--- src/complex_3x3_matrix_column_product_core_defines.svh ---
// assertion macros shared by the rtl files
`ifndef COMPLEX_3X3_MATRIX_COLUMN_PRODUCT_CORE_DEFINES_SVH
`define COMPLEX_3X3_MATRIX_COLUMN_PRODUCT_CORE_DEFINES_SVH

`ifndef NO_ASSERTIONS
// checked only while out of reset
`define CMCP_ASSERT(lbl, prop, msg) \
    lbl: assert property (@(posedge i_clk) disable iff (!i_rst_n) prop) \
        else $error(msg);
// checked on every edge, reset included
`define CMCP_ASSERT_RST(lbl, prop, msg) \
    lbl: assert property (@(posedge i_clk) prop) \
        else $error(msg);
`else
`define CMCP_ASSERT(lbl, prop, msg)
`define CMCP_ASSERT_RST(lbl, prop, msg)
`endif

`endif

--- src/cmcp_pkg.sv ---
`default_nettype none

package cmcp_pkg;

    localparam int SAMPLE_WIDTH = 16;
    localparam int IDX_WIDTH    = 4;
    localparam int OUT_WIDTH    = 35;
    localparam int MAT_DIM      = 3;
    localparam int MAT_ENTRIES  = MAT_DIM * MAT_DIM;
    localparam int QUEUE_DEPTH  = 4;
    // kind bit, last flag and entry index ahead of the samples in a queue word
    localparam int HDR_WIDTH    = 2 + IDX_WIDTH;

    typedef enum logic {
        K_LOAD   = 1'b0,
        K_COLUMN = 1'b1
    } t_kind;

endpackage

`default_nettype wire

--- src/cmcp_if.sv ---
`default_nettype none

interface cmcp_in_if #(
    parameter int SAMPLE_WIDTH = cmcp_pkg::SAMPLE_WIDTH
);
    logic                                   valid;
    logic                                   ready;
    logic                                   op;
    logic        [cmcp_pkg::IDX_WIDTH-1:0]  a_index;
    logic signed [SAMPLE_WIDTH-1:0]         a_re;
    logic signed [SAMPLE_WIDTH-1:0]         a_im;
    logic signed [SAMPLE_WIDTH-1:0]         b0_re;
    logic signed [SAMPLE_WIDTH-1:0]         b0_im;
    logic signed [SAMPLE_WIDTH-1:0]         b1_re;
    logic signed [SAMPLE_WIDTH-1:0]         b1_im;
    logic signed [SAMPLE_WIDTH-1:0]         b2_re;
    logic signed [SAMPLE_WIDTH-1:0]         b2_im;
    logic                                   last_in;

    modport source (
        output valid, op, a_index, a_re, a_im,
               b0_re, b0_im, b1_re, b1_im, b2_re, b2_im, last_in,
        input  ready
    );
    modport sink (
        input  valid, op, a_index, a_re, a_im,
               b0_re, b0_im, b1_re, b1_im, b2_re, b2_im, last_in,
        output ready
    );
endinterface


`default_nettype wire

--- src/cmcp_front.sv ---
`default_nettype none
`include "complex_3x3_matrix_column_product_core_defines.svh"

module cmcp_front #(
    parameter int SAMPLE_WIDTH = cmcp_pkg::SAMPLE_WIDTH,
    localparam int WORD_WIDTH  = cmcp_pkg::HDR_WIDTH + 2 * cmcp_pkg::MAT_DIM * SAMPLE_WIDTH
) (
    input  wire logic                  i_clk,
    input  wire logic                  i_rst_n,
    cmcp_in_if.sink                    i_in,
    output logic                       o_q_valid,
    input  wire logic                  i_q_ready,
    output logic [WORD_WIDTH-1:0]      o_q_word
);

    localparam int PTR_WIDTH = $clog2(cmcp_pkg::QUEUE_DEPTH);
    localparam int CNT_WIDTH = $clog2(cmcp_pkg::QUEUE_DEPTH + 1);
    localparam int SMP_WIDTH = 2 * cmcp_pkg::MAT_DIM * SAMPLE_WIDTH;

    logic [WORD_WIDTH-1:0] r_mem [cmcp_pkg::QUEUE_DEPTH];
    logic [PTR_WIDTH-1:0]  r_wr_ptr, n_wr_ptr;
    logic [PTR_WIDTH-1:0]  r_rd_ptr, n_rd_ptr;
    logic [CNT_WIDTH-1:0]  r_count, n_count;

    cmcp_pkg::t_kind       w_kind;
    logic                  w_keep;
    logic                  w_full;
    logic                  w_push;
    logic                  w_pop;
    logic [SMP_WIDTH-1:0]  w_samples;
    logic [WORD_WIDTH-1:0] w_word;

    assign w_kind = cmcp_pkg::t_kind'(i_in.op);
    // loads outside the matrix are taken and dropped here
    assign w_keep = (w_kind == cmcp_pkg::K_COLUMN) ||
                    (i_in.a_index < cmcp_pkg::IDX_WIDTH'(cmcp_pkg::MAT_ENTRIES));
    assign w_full = (r_count == CNT_WIDTH'(cmcp_pkg::QUEUE_DEPTH));

    assign i_in.ready = !w_full;
    assign w_push     = i_in.valid && !w_full && w_keep;
    assign w_pop      = o_q_valid && i_q_ready;

    // a load carries its entry in the first two sample slots
    always_comb begin
        w_samples = '0;
        if (w_kind == cmcp_pkg::K_LOAD) begin
            w_samples[0 +: SAMPLE_WIDTH]            = i_in.a_re;
            w_samples[SAMPLE_WIDTH +: SAMPLE_WIDTH] = i_in.a_im;
        end else begin
            w_samples = {i_in.b2_im, i_in.b2_re, i_in.b1_im, i_in.b1_re,
                         i_in.b0_im, i_in.b0_re};
        end
    end

    assign w_word = {w_kind, i_in.last_in, i_in.a_index, w_samples};

    always_comb begin
        n_wr_ptr = r_wr_ptr;
        n_rd_ptr = r_rd_ptr;
        n_count  = r_count;
        if (w_push) begin
            n_wr_ptr = PTR_WIDTH'(r_wr_ptr + 1'b1);
        end
        if (w_pop) begin
            n_rd_ptr = PTR_WIDTH'(r_rd_ptr + 1'b1);
        end
        if (w_push && !w_pop) begin
            n_count = CNT_WIDTH'(r_count + 1'b1);
        end else if (!w_push && w_pop) begin
            n_count = CNT_WIDTH'(r_count - 1'b1);
        end
    end

    always_ff @(posedge i_clk) begin
        if (!i_rst_n) begin
            r_wr_ptr <= '0;
            r_rd_ptr <= '0;
            r_count  <= '0;
        end else begin
            r_wr_ptr <= n_wr_ptr;
            r_rd_ptr <= n_rd_ptr;
            r_count  <= n_count;
        end
    end

    always_ff @(posedge i_clk) begin
        if (w_push) begin
            r_mem[r_wr_ptr] <= w_word;
        end
    end

    assign o_q_valid = (r_count != '0);
    assign o_q_word  = r_mem[r_rd_ptr];

    `CMCP_ASSERT_RST(a_front_reset_empty, !i_rst_n |=> r_count == '0, "queue not empty after reset")
    `CMCP_ASSERT(a_front_push_count, w_push && !w_pop |=> r_count == $past(r_count) + 1'b1, "queue count missed a push")
    `CMCP_ASSERT(a_front_drop_load, i_in.valid && i_in.ready && !w_keep && !w_pop |=> r_count == $past(r_count), "dropped load changed the queue")

endmodule

`default_nettype wire

--- src/flat_wrapper.sv ---
// flat-port wrapper written by rule: the top's interface ports become plain ports
module cmcp_front_flat 
#(
    parameter int SAMPLE_WIDTH = cmcp_pkg::SAMPLE_WIDTH,
    localparam int WORD_WIDTH  = cmcp_pkg::HDR_WIDTH + 2 * cmcp_pkg::MAT_DIM * SAMPLE_WIDTH
)
  (i_clk, i_rst_n, o_q_valid, i_q_ready, o_q_word, i_in_valid, i_in_op, i_in_a_index, i_in_a_re, i_in_a_im, i_in_b0_re, i_in_b0_im, i_in_b1_re, i_in_b1_im, i_in_b2_re, i_in_b2_im, i_in_last_in, i_in_ready);
  cmcp_in_if #(.SAMPLE_WIDTH(SAMPLE_WIDTH)) i_in_i ();
  input  wire logic i_clk;
  input  wire logic i_rst_n;
  output logic o_q_valid;
  input  wire logic i_q_ready;
  output logic [WORD_WIDTH-1:0] o_q_word;
  input wire logic [$bits(i_in_i.valid)-1:0] i_in_valid;
  input wire logic [$bits(i_in_i.op)-1:0] i_in_op;
  input wire logic [$bits(i_in_i.a_index)-1:0] i_in_a_index;
  input wire logic [$bits(i_in_i.a_re)-1:0] i_in_a_re;
  input wire logic [$bits(i_in_i.a_im)-1:0] i_in_a_im;
  input wire logic [$bits(i_in_i.b0_re)-1:0] i_in_b0_re;
  input wire logic [$bits(i_in_i.b0_im)-1:0] i_in_b0_im;
  input wire logic [$bits(i_in_i.b1_re)-1:0] i_in_b1_re;
  input wire logic [$bits(i_in_i.b1_im)-1:0] i_in_b1_im;
  input wire logic [$bits(i_in_i.b2_re)-1:0] i_in_b2_re;
  input wire logic [$bits(i_in_i.b2_im)-1:0] i_in_b2_im;
  input wire logic [$bits(i_in_i.last_in)-1:0] i_in_last_in;
  output wire logic [$bits(i_in_i.ready)-1:0] i_in_ready;
  assign i_in_i.valid = i_in_valid;
  assign i_in_i.op = i_in_op;
  assign i_in_i.a_index = i_in_a_index;
  assign i_in_i.a_re = i_in_a_re;
  assign i_in_i.a_im = i_in_a_im;
  assign i_in_i.b0_re = i_in_b0_re;
  assign i_in_i.b0_im = i_in_b0_im;
  assign i_in_i.b1_re = i_in_b1_re;
  assign i_in_i.b1_im = i_in_b1_im;
  assign i_in_i.b2_re = i_in_b2_re;
  assign i_in_i.b2_im = i_in_b2_im;
  assign i_in_i.last_in = i_in_last_in;
  assign i_in_ready = i_in_i.ready;
  cmcp_front #(.SAMPLE_WIDTH(SAMPLE_WIDTH)) u_core (.i_clk(i_clk), .i_rst_n(i_rst_n), .i_in(i_in_i), .o_q_valid(o_q_valid), .i_q_ready(i_q_ready), .o_q_word(o_q_word));
endmodule
--- config.mk ---
export PLATFORM = sky130hd
export DESIGN_NAME = cmcp_front_flat
export DESIGN_NICKNAME = d
export VERILOG_FILES = /design/src/cmcp_pkg.sv /design/src/cmcp_if.sv /design/src/cmcp_front.sv /design/src/flat_wrapper.sv
export VERILOG_INCLUDE_DIRS = /design/src /design/src/src
export SDC_FILE = /design/constraint.sdc
export NUM_CORES = 1
export LEC_CHECK = 0
export BUFFER_PORTS_ARGS = -buffer_cell sky130_fd_sc_hd__buf_2
export CAP_MARGIN = 20
export CORE_MARGIN = 2
export CORE_UTILIZATION = 45
export CTS_BUF_LIST = sky130_fd_sc_hd__clkbuf_8
export CTS_CLUSTER_DIAMETER = 100
export DETAILED_ROUTE_END_ITERATION = 12
export GPL_TIMING_DRIVEN = 0
export PLACE_DENSITY = 0.63
export SLEW_MARGIN = 20
export SYNTH_ARGS = -nofsm -noshare
export SYNTH_HDL_FRONTEND = slang
export SYNTH_SLANG_ARGS = --single-unit
--- constraint.sdc ---
create_clock -name i_clk -period 3.55 [get_ports i_clk]
set_input_delay 1.065 -clock i_clk [delete_from_list [all_inputs] [get_ports i_clk]]
set_output_delay 1.065 -clock i_clk [all_outputs]
set_load 0.1 [all_outputs]
### Yosys cells after proc, flatten, opt, wreduce, memory -nomap -nowiden

Memories as Yosys holds them, arrays and structs flattened. A register that Yosys moved wholly into a read port is not among the register bits.
Index checks and enable logic that the tools add are counted.
W data, S select, Z words.

| cells by class | value |
|---|---|
| $add $sub $neg | 4 |
| $mul | 0 |
| div/mod/pow operators | 0 |
| magnitude comparators | 1 |
| equality and inequality tests | 1 |
| shift-type cells | 0 |
| muxes and demuxes | 8 |
| bitwise operators | 0 |
| reductions and logical operators | 11 |

Operator list:

| cell | number |
|---|---|
| $mux W64 | 1 |
| $mux W32 | 1 |
| $mux W3 | 2 |
| $logic_and A1 B1 Y1 | 5 |
| $add A2 B1 Y2 const B | 2 |
| $lt A4 B4 Y1 const B | 1 |
| $mux W2 | 2 |
| $add A3 B1 Y3 const B | 1 |
| $eq A3 B3 Y1 const B | 1 |
| $logic_not A1 Y1 | 3 |
| $reduce_bool A3 Y1 | 1 |
| $sub A3 B1 Y3 const B | 1 |
| $mux W1 | 2 |
| $reduce_bool A2 Y1 | 1 |
| $logic_or A1 B1 Y1 | 1 |

| word-level totals | value |
|---|---|
| flip-flop bits (word level) | 7 |
| latch bits | 0 |
| RAM bits | 408 |
| memory bits (read-only) | 0 |
| input port bits | 138 |
| output and inout bits | 104 |
| logic and storage cells | 29 |
| memories kept | 1 |

Memory list:

| name | words | width | read ports | clocked after Yosys merged registers in | write ports | line | RTL |
|---|---|---|---|---|---|---|---|
| u_core.r_mem | 4 | 102 | 1 | 1 | 1 | cmcp_front.sv:20 | `logic [WORD_WIDTH-1:0] r_mem [cmcp_pkg::QUEUE_DEPTH];` |

### Logic depth before layout (Yosys ltp)

Gate-level depths: netlist of the first run.

| logic depth | value |
|---|---|
| word-level depth | 8 |
| gate-level depth with buffers | 9 |
| depth with buffers taken out | 8 |

### Worst setup path after synthesis of the first run

OpenSTA, ideal clock, no wires.

| timing path | value |
|---|---|
| path kind | reg-to-reg |
| start point | register u_core.r_count[0] |
| end point | memory u_core.r_mem[0][0] (netlist name) (enable) |
| setup time | 0.416 ns |
| data arrival time | 2.878 ns |
| required time | 3.134 ns |
| setup slack | 0.255 ns |
| stages on the path, launching flop included | 5 |
| buffers on the path | 1 |
| clock period less this slack | 3.295 ns |
| cell sequence | dfxtp_1 -> or3b_1 -> o311a_1 -> buf_6 -> and2_2 |

| between the ends | value |
|---|---|
| cells in the longest elaborated chain, start to end | 6 |

Ends and longest elaborated chain:

| item | line | RTL |
|---|---|---|
| start: declaration | cmcp_front.sv:23 | `logic [CNT_WIDTH-1:0] r_count, n_count;` |
| start signal: assignment | cmcp_front.sv:82 | `r_count <= n_count;` |
| $eq A3 B3 Y1 | cmcp_front.sv:37 | `assign w_full = (r_count == CNT_WIDTH'(cmcp_pkg::QUEUE_DEPTH));` |
| $logic_not A1 Y1 | -- |  |
| via i_in_ready | flat_wrapper.sv:26 | `output wire logic [$bits(i_in_i.ready)-1:0] i_in_ready;` |
| $logic_and A1 B1 Y1 (2 in series) | cmcp_front.sv:40 | `assign w_push = i_in.valid && !w_full && w_keep;` |
| via u_core.w_push | cmcp_front.sv:28 | `logic w_push;` |
| $mux W1 | cmcp_front.sv:87 | `if (w_push) begin` |
| $mux W1 (not written as such) | cmcp_front.sv:88 | `r_mem[r_wr_ptr] <= w_word;` |
| end: declaration | cmcp_front.sv:20 |  |

The timed path passes the listed nets, and every way through them passes these cells.

==> impl_metrics.toml, run 1 <==
[run_status]
status = "complete, no violations"

[critical_path]
cp-start-kind = "flip-flop"
cp_top_family = "buffers and inverters"
cp.required_ps = 2480
cp_cell_sequence = "clkbuf_2 > buf_2 > mux4_2 > buf_2"
crit_buf_inv = 3
criticalPathCategory = "flip-flop to output pin"
cp.arrival_ps = 2400
cp_slowest_cell = "buf_2"
cp_slowest_stage_delay_ps = 430
rrSetupSlack_ps = 1150
end_kind = "output pin"
crit_top_cell = "buf_2"
cp_max_fo = 10

[detailed_routing]
vias = 7785
avgRoutedWirePerCell_um = 20.8
dr.pass1.iters = 4
drc = 0
wl_um = 31500
antenna_left = 0
drt_iter0_drc = 434
drt-vias-per-instance = 5.14

[synthesis]
synthFlopType = "edfxtp_1"
synth_common_cells = "408 x edfxtp_1, 102 x mux4_2, 68 x and2_1, 32 x mux2_2, 14 x buf_2"
ys_seq_area_frac = 0.778
netlist_instances = 689
netlist_area_um2 = 16000
synth_enable_flop_cells = 408
ys_ff_latch = 417
yosysTopAreaCellShare = 0.767
ys_top_cells_by_area = "edfxtp_1 77%, mux4_2 14%, and2_1 2.7%"
synth_most_common_cell = "edfxtp_1"
synth_largest_area_cell = "edfxtp_1"
yosysUniqueCellTypes = 26
async_reset_ff_frac = 0
syn-num-nets = 833
ys_warn_count = 0
avgSynthCellArea_um2 = 23.2

[sta]
fmax_mhz = 288
finalCritPeriodShare = 0.976
finalSetupViolations = 0
rsz0062_at_grt = "true"
min_period_ps = 3470
max-slew-margin-rel = 0.509
finalMaxSlewViolations = 0
tns_ps = 0
hold_viol_final = 0
finClkSkew_ps = 24.2
worst_slew_pin_slew_ps = 737

[die]
die_x_um = 192
initial_utilization = 0.453
die_h_um = 192
placeableCoreArea_um2 = 35300
io_pins = 242
die_area_um2 = 37000
rows = 69

[global_route]
track_usage = 0.175
antenna_found_initial = 2
overflow = 0
grt_max_degree = 45
grt_pass1_wl_um = 47600
grt_pass1_vias = 8330

[power_and_ir_drop]
clkPwrFrac = 0.230
seqPwrFrac = 0.374
switching_share = 0.420
total_power_mw = 15.9
power_density_nw_per_um2 = 822
ir_worst_vdd_uv = 607
power.internal_mw = 9.20
p_sw_mw = 6.66
pwr-share-comb = 0.396
leakage_nw = 6.72

[layout]
drive_gt1_frac = 0.468
area_growth_syn_to_layout_pct = 20.7
fin_nets = 1152

[clock_tree]
clockBufferDepth = 3
cts_tree = "built"
cts_setup_buffers = 0
htreeDepth = 3
cts_made_buffers = 69
clk_latency_ps = 600
clkTransAtPathRegs_ps = 60
cts.sinks = 417
cts_root_buf = "clkbuf_8"

[placement]
dpl.hpwl_um = 19800
place_congestion = 0.659
portBuffers = 240

[worst_hold_path]
hold_path.class = "flip-flop to flip-flop"

[job]
cap_violations = 0
-- metal layers --
| layer | GRT usage | up-vias | share of wire | wire, um |
|---|---|---|---|---|
| met5 | 0 | - | 0 | 0 |
| met4 | 0.0625 | 0 | 0.016 | 518 |
| met3 | 0.0515 | 39 | 0.073 | 2290 |
| met2 | 0.279 | 257 | 0.49 | 15400 |
| met1 | 0.231 | 3987 | 0.42 | 13300 |
| li1 | - | 3502 | - | - |
-- power by group through the flow --
stage                     sequential, mW  combinational (mW)  clock, mW
final                               5.94                6.28       3.64
after global placement              6.06                6.16          0
after detailed placement            6.04                6.23          0
after floorplan                     6.02                5.20          0
after CTS                           5.94                6.28       3.77
after global routing                5.97                6.54       3.98
-- through the flow --
step           utilization  area (um^2)  worst slack [ps]  instances  hold WS (ps)
2_1_floorplan            -        16000               255        689           468
5_1_grt              0.546        19300             -26.8       1514           536
6_report             0.546        19300              83.6       1516           499
3_3_place_gp         0.503        17800             -1320       1390           480
4_1_cts              0.543        19200             0.875       1513           501
3_5_place_dp         0.509        18000             -48.7       1398           492
-- worst min-delay path, stage by stage (launching register included) --
cell and delay (ps):
dfxtp_1 340, nand2_1 60, mux2i_1 50
-- sequential cells by signal (all words and copies together) (netlist names), named ones only --
| signal | cells |
|---|---|
| u_core.r_mem | 408 |
| u_core.r_rd_ptr | 2 |
| u_core.r_wr_ptr | 2 |
| u_core.r_count | 3 |
-- kinds of logic after synthesis --
group                    synth area share
AO/OA/AOI/OAI                     0.00243
XOR/XNOR                          0.00219
adder cells (fa/ha/maj)           0.00517
buffers and inverters              0.0126
flip-flops                          0.778
multiplexers                        0.168
AND/OR/NAND/NOR                    0.0316
-- repair_timing --
action                     CTS  global route
cloned                       0             0
setup endpoints to repair   82            51
hold buffers                 0             0
gates resized for setup     13            38
-- cells in the final DEF (no fill, tap or decap), types with 2 or more instances in the layout --
| cell | Yosys | final |
|---|---|---|
| and2_1 | 68 | 68 |
| and2_4 | 0 | 4 |
| buf_12 | 0 | 3 |
| buf_16 | 0 | 5 |
| buf_2 | 14 | 205 |
| buf_4 | 8 | 19 |
| buf_6 | 1 | 2 |
| clkbuf_1 | 12 | 11 |
| clkbuf_4 | 0 | 37 |
| clkbuf_8 | 0 | 73 |
| clkinv_1 | 0 | 11 |
| clkinv_2 | 0 | 3 |
| dfxtp_1 | 9 | 9 |
| diode_2 | 0 | 3 |
| edfxtp_1 | 408 | 408 |
| ha_1 | 5 | 5 |
| inv_1 | 4 | 28 |
| inv_6 | 0 | 2 |
| mux2_2 | 32 | 32 |
| mux2i_1 | 3 | 3 |
| mux4_2 | 102 | 102 |
| nand2_1 | 4 | 4 |
| or3_2 | 2 | 2 |
| xnor2_1 | 3 | 3 |
-- area by class of cell --
cell class                 instances  area (um^2)
antenna                            3         7.51
buffer                            35          194
clock buffer                      73         1000
clock inverter                    42          180
fill                            2761        16000
inverter                           4         15.0
multi-input combinational        233         3350
sequential                       417        12400
tap                              461          577
timing repair buffer             248         1520
-- worst paths after layout --
check                                        start  cells after the start                  end
worst min-delay path            u_core.r_wr_ptr[1]                      2   u_core.r_wr_ptr[1]
worst min register to register  u_core.r_wr_ptr[1]                      2   u_core.r_wr_ptr[1]
worst max register to register   u_core.r_count[0]                      6  u_core.r_mem[0][68]
worst max-delay path                     flip-flop                      4         o_q_word[78]
Note: power is estimated with default switching activity, not from simulation.
==> inputs of run 2 (changes only) <==
--- a/config.mk
+++ b/config.mk
@@ -6,6 +6,7 @@
 export SDC_FILE = /design/constraint.sdc
 export NUM_CORES = 1
 export LEC_CHECK = 0
+export ABC_CLOCK_PERIOD_IN_PS = 3500
 export BUFFER_PORTS_ARGS = -buffer_cell sky130_fd_sc_hd__buf_2
 export CAP_MARGIN = 20
 export CORE_MARGIN = 2
==> constraint.sdc (replaced) <==
create_clock -name i_clk -period 3.5 [get_ports i_clk]
set_input_delay 1.05 -clock i_clk [delete_from_list [all_inputs] [get_ports i_clk]]
set_output_delay 1.05 -clock i_clk [all_outputs]
set_load 0.1 [all_outputs]
==> impl_metrics.toml, run 2 (synthesis results as in run 1) <==
[clock_tree]
cts_root_buf = "clkbuf_8"
htreeDepth = 3
clockBufferDepth = 3
clkTransAtPathRegs_ps = 60
clk_latency_ps = 600
cts_tree = "built"
cts_setup_buffers = 0
cts_made_buffers = 69
cts.sinks = 417

[power_and_ir_drop]
total_power_mw = 16.2
ir_worst_vdd_uv = 617
leakage_nw = 6.75
power_density_nw_per_um2 = 836

[detailed_routing]
wl_um = 31500
avgRoutedWirePerCell_um = 20.8
drc = 0
antenna_left = 0
drt_iter0_drc = 426
drt-vias-per-instance = 5.13
vias = 7781
dr.pass1.iters = 4

[sta]
finalMaxSlewViolations = 0
setup_ws_ps = 102
max-slew-margin-rel = 0.520
tns_ps = 0
worst_slew_pin_slew_ps = 720
hold_viol_final = 0
rsz0062_at_grt = "true"
fmax_mhz = 294
finalCritPeriodShare = 0.971
finClkSkew_ps = 26.1
finalSetupViolations = 0
min_period_ps = 3400
hold_ws_ps = 499

[global_route]
grt_pass1_wl_um = 47600
antenna_found_initial = 2
grt_pass1_vias = 8341
grt_max_degree = 45
overflow = 0
track_usage = 0.175

[layout]
final_util = 0.548
largest_register = "u_core.r_mem"
drive_gt1_frac = 0.468
final_cell_area_um2 = 19400
mostFrequentLayoutCells = "408 x edfxtp_1, 179 x buf_2, 102 x mux4_2, 75 x buf_4, 73 x clkbuf_8"
fin_nets = 1152
largest_reg_flops = 408
final_common_cell = "edfxtp_1"
top_regs = "u_core.r_mem x408, u_core.r_count x3"
area_growth_syn_to_layout_pct = 21.1
final_cells = 1516

[critical_path]
rrSetupSlack_ps = 1100
cp.required_ps = 2450
timing.rr.end = "u_core.r_mem[0][68]"
criticalPathCategory = "flip-flop to output pin"
r2r_cells = 6
cp-start-kind = "flip-flop"
end_kind = "output pin"
cp_max_fo = 10
cp.arrival_ps = 2350
reg2reg_from = "u_core.r_count[0]"

[worst_hold_path]
min-delay-start = "u_core.r_wr_ptr[1]"
hold_path.class = "flip-flop to flip-flop"
hold_path_end = "u_core.r_wr_ptr[1]"
min_path_cells = 2

[placement]
placed_cell_area_um2 = 18000
portBuffers = 240
dpl.hpwl_um = 19800
place_congestion = 0.659
dpl_worst_slack_ps = -83.7
numPlacedInstances = 1398

[die]
placeableCoreArea_um2 = 35300
rows = 69
die_h_um = 192
io_pins = 242
die_x_um = 192
initial_utilization = 0.453
die_area_um2 = 37000

[job]
cap_violations = 0

[run_status]
status = "complete, no violations"
-- run 2: cell count changes in the layout (fill, tap and decap cells not counted), sizes merged --
cell / previous run / this run
clkbuf: 122 / 90
buf: 234 / 266
-- run 2: layer usage --
layer | GRT usage | vias up | routed length (um)
met5 | 0 | - | 0
met4 | 0.0631 | 0 | 506
met3 | 0.0524 | 38 | 2360
met2 | 0.279 | 264 | 15500
met1 | 0.231 | 3978 | 13200
li1 | - | 3501 | -
-- run 2: cell type report --
type | count | area [um^2]
multi-input combinational | 233 | 3350
timing repair buffer | 248 | 1590
clock buffer | 73 | 1000
buffer | 35 | 201
fill | 2749 | 16000
inverter | 4 | 15.0
sequential | 417 | 12400
antenna | 3 | 7.51
tap | 461 | 577
clock inverter | 42 | 180
-- run 2: worst max path at each step --
stage	to	slack, ps	depth (start not counted)
6_report	o_q_word[62]	100	4
5_1_grt	o_q_word[62]	-20	4
4_1_cts	o_q_word[44]	2	4
3_5_place_dp	u_core.r_mem[0][68]	-80	7
3_3_place_gp	u_core.r_mem[0][68]	-1360	5
2_1_floorplan	u_core.r_mem[0][0]	210	4
-- run 2: where the power goes --
part | leakage (nW) | switching [mW] | internal [mW]
sequential | 3.84 | 0.0960 | 5.92
combinational | 2.21 | 4.89 | 1.59
clock | 0.695 | 1.78 | 1.91
-- run 2: what timing repair did --
action	CTS	global route
cloned	0	0
setup endpoints to repair	82	14
hold buffers	0	0
gates resized for setup	71	10
pin swaps	0	0
-- run 2: worst max-delay path, stage by stage (launching register included) --
cell and delay [ps]:
dfxtp_1 350, buf_4 290, buf_4 300, mux4_2 560, buf_4 250
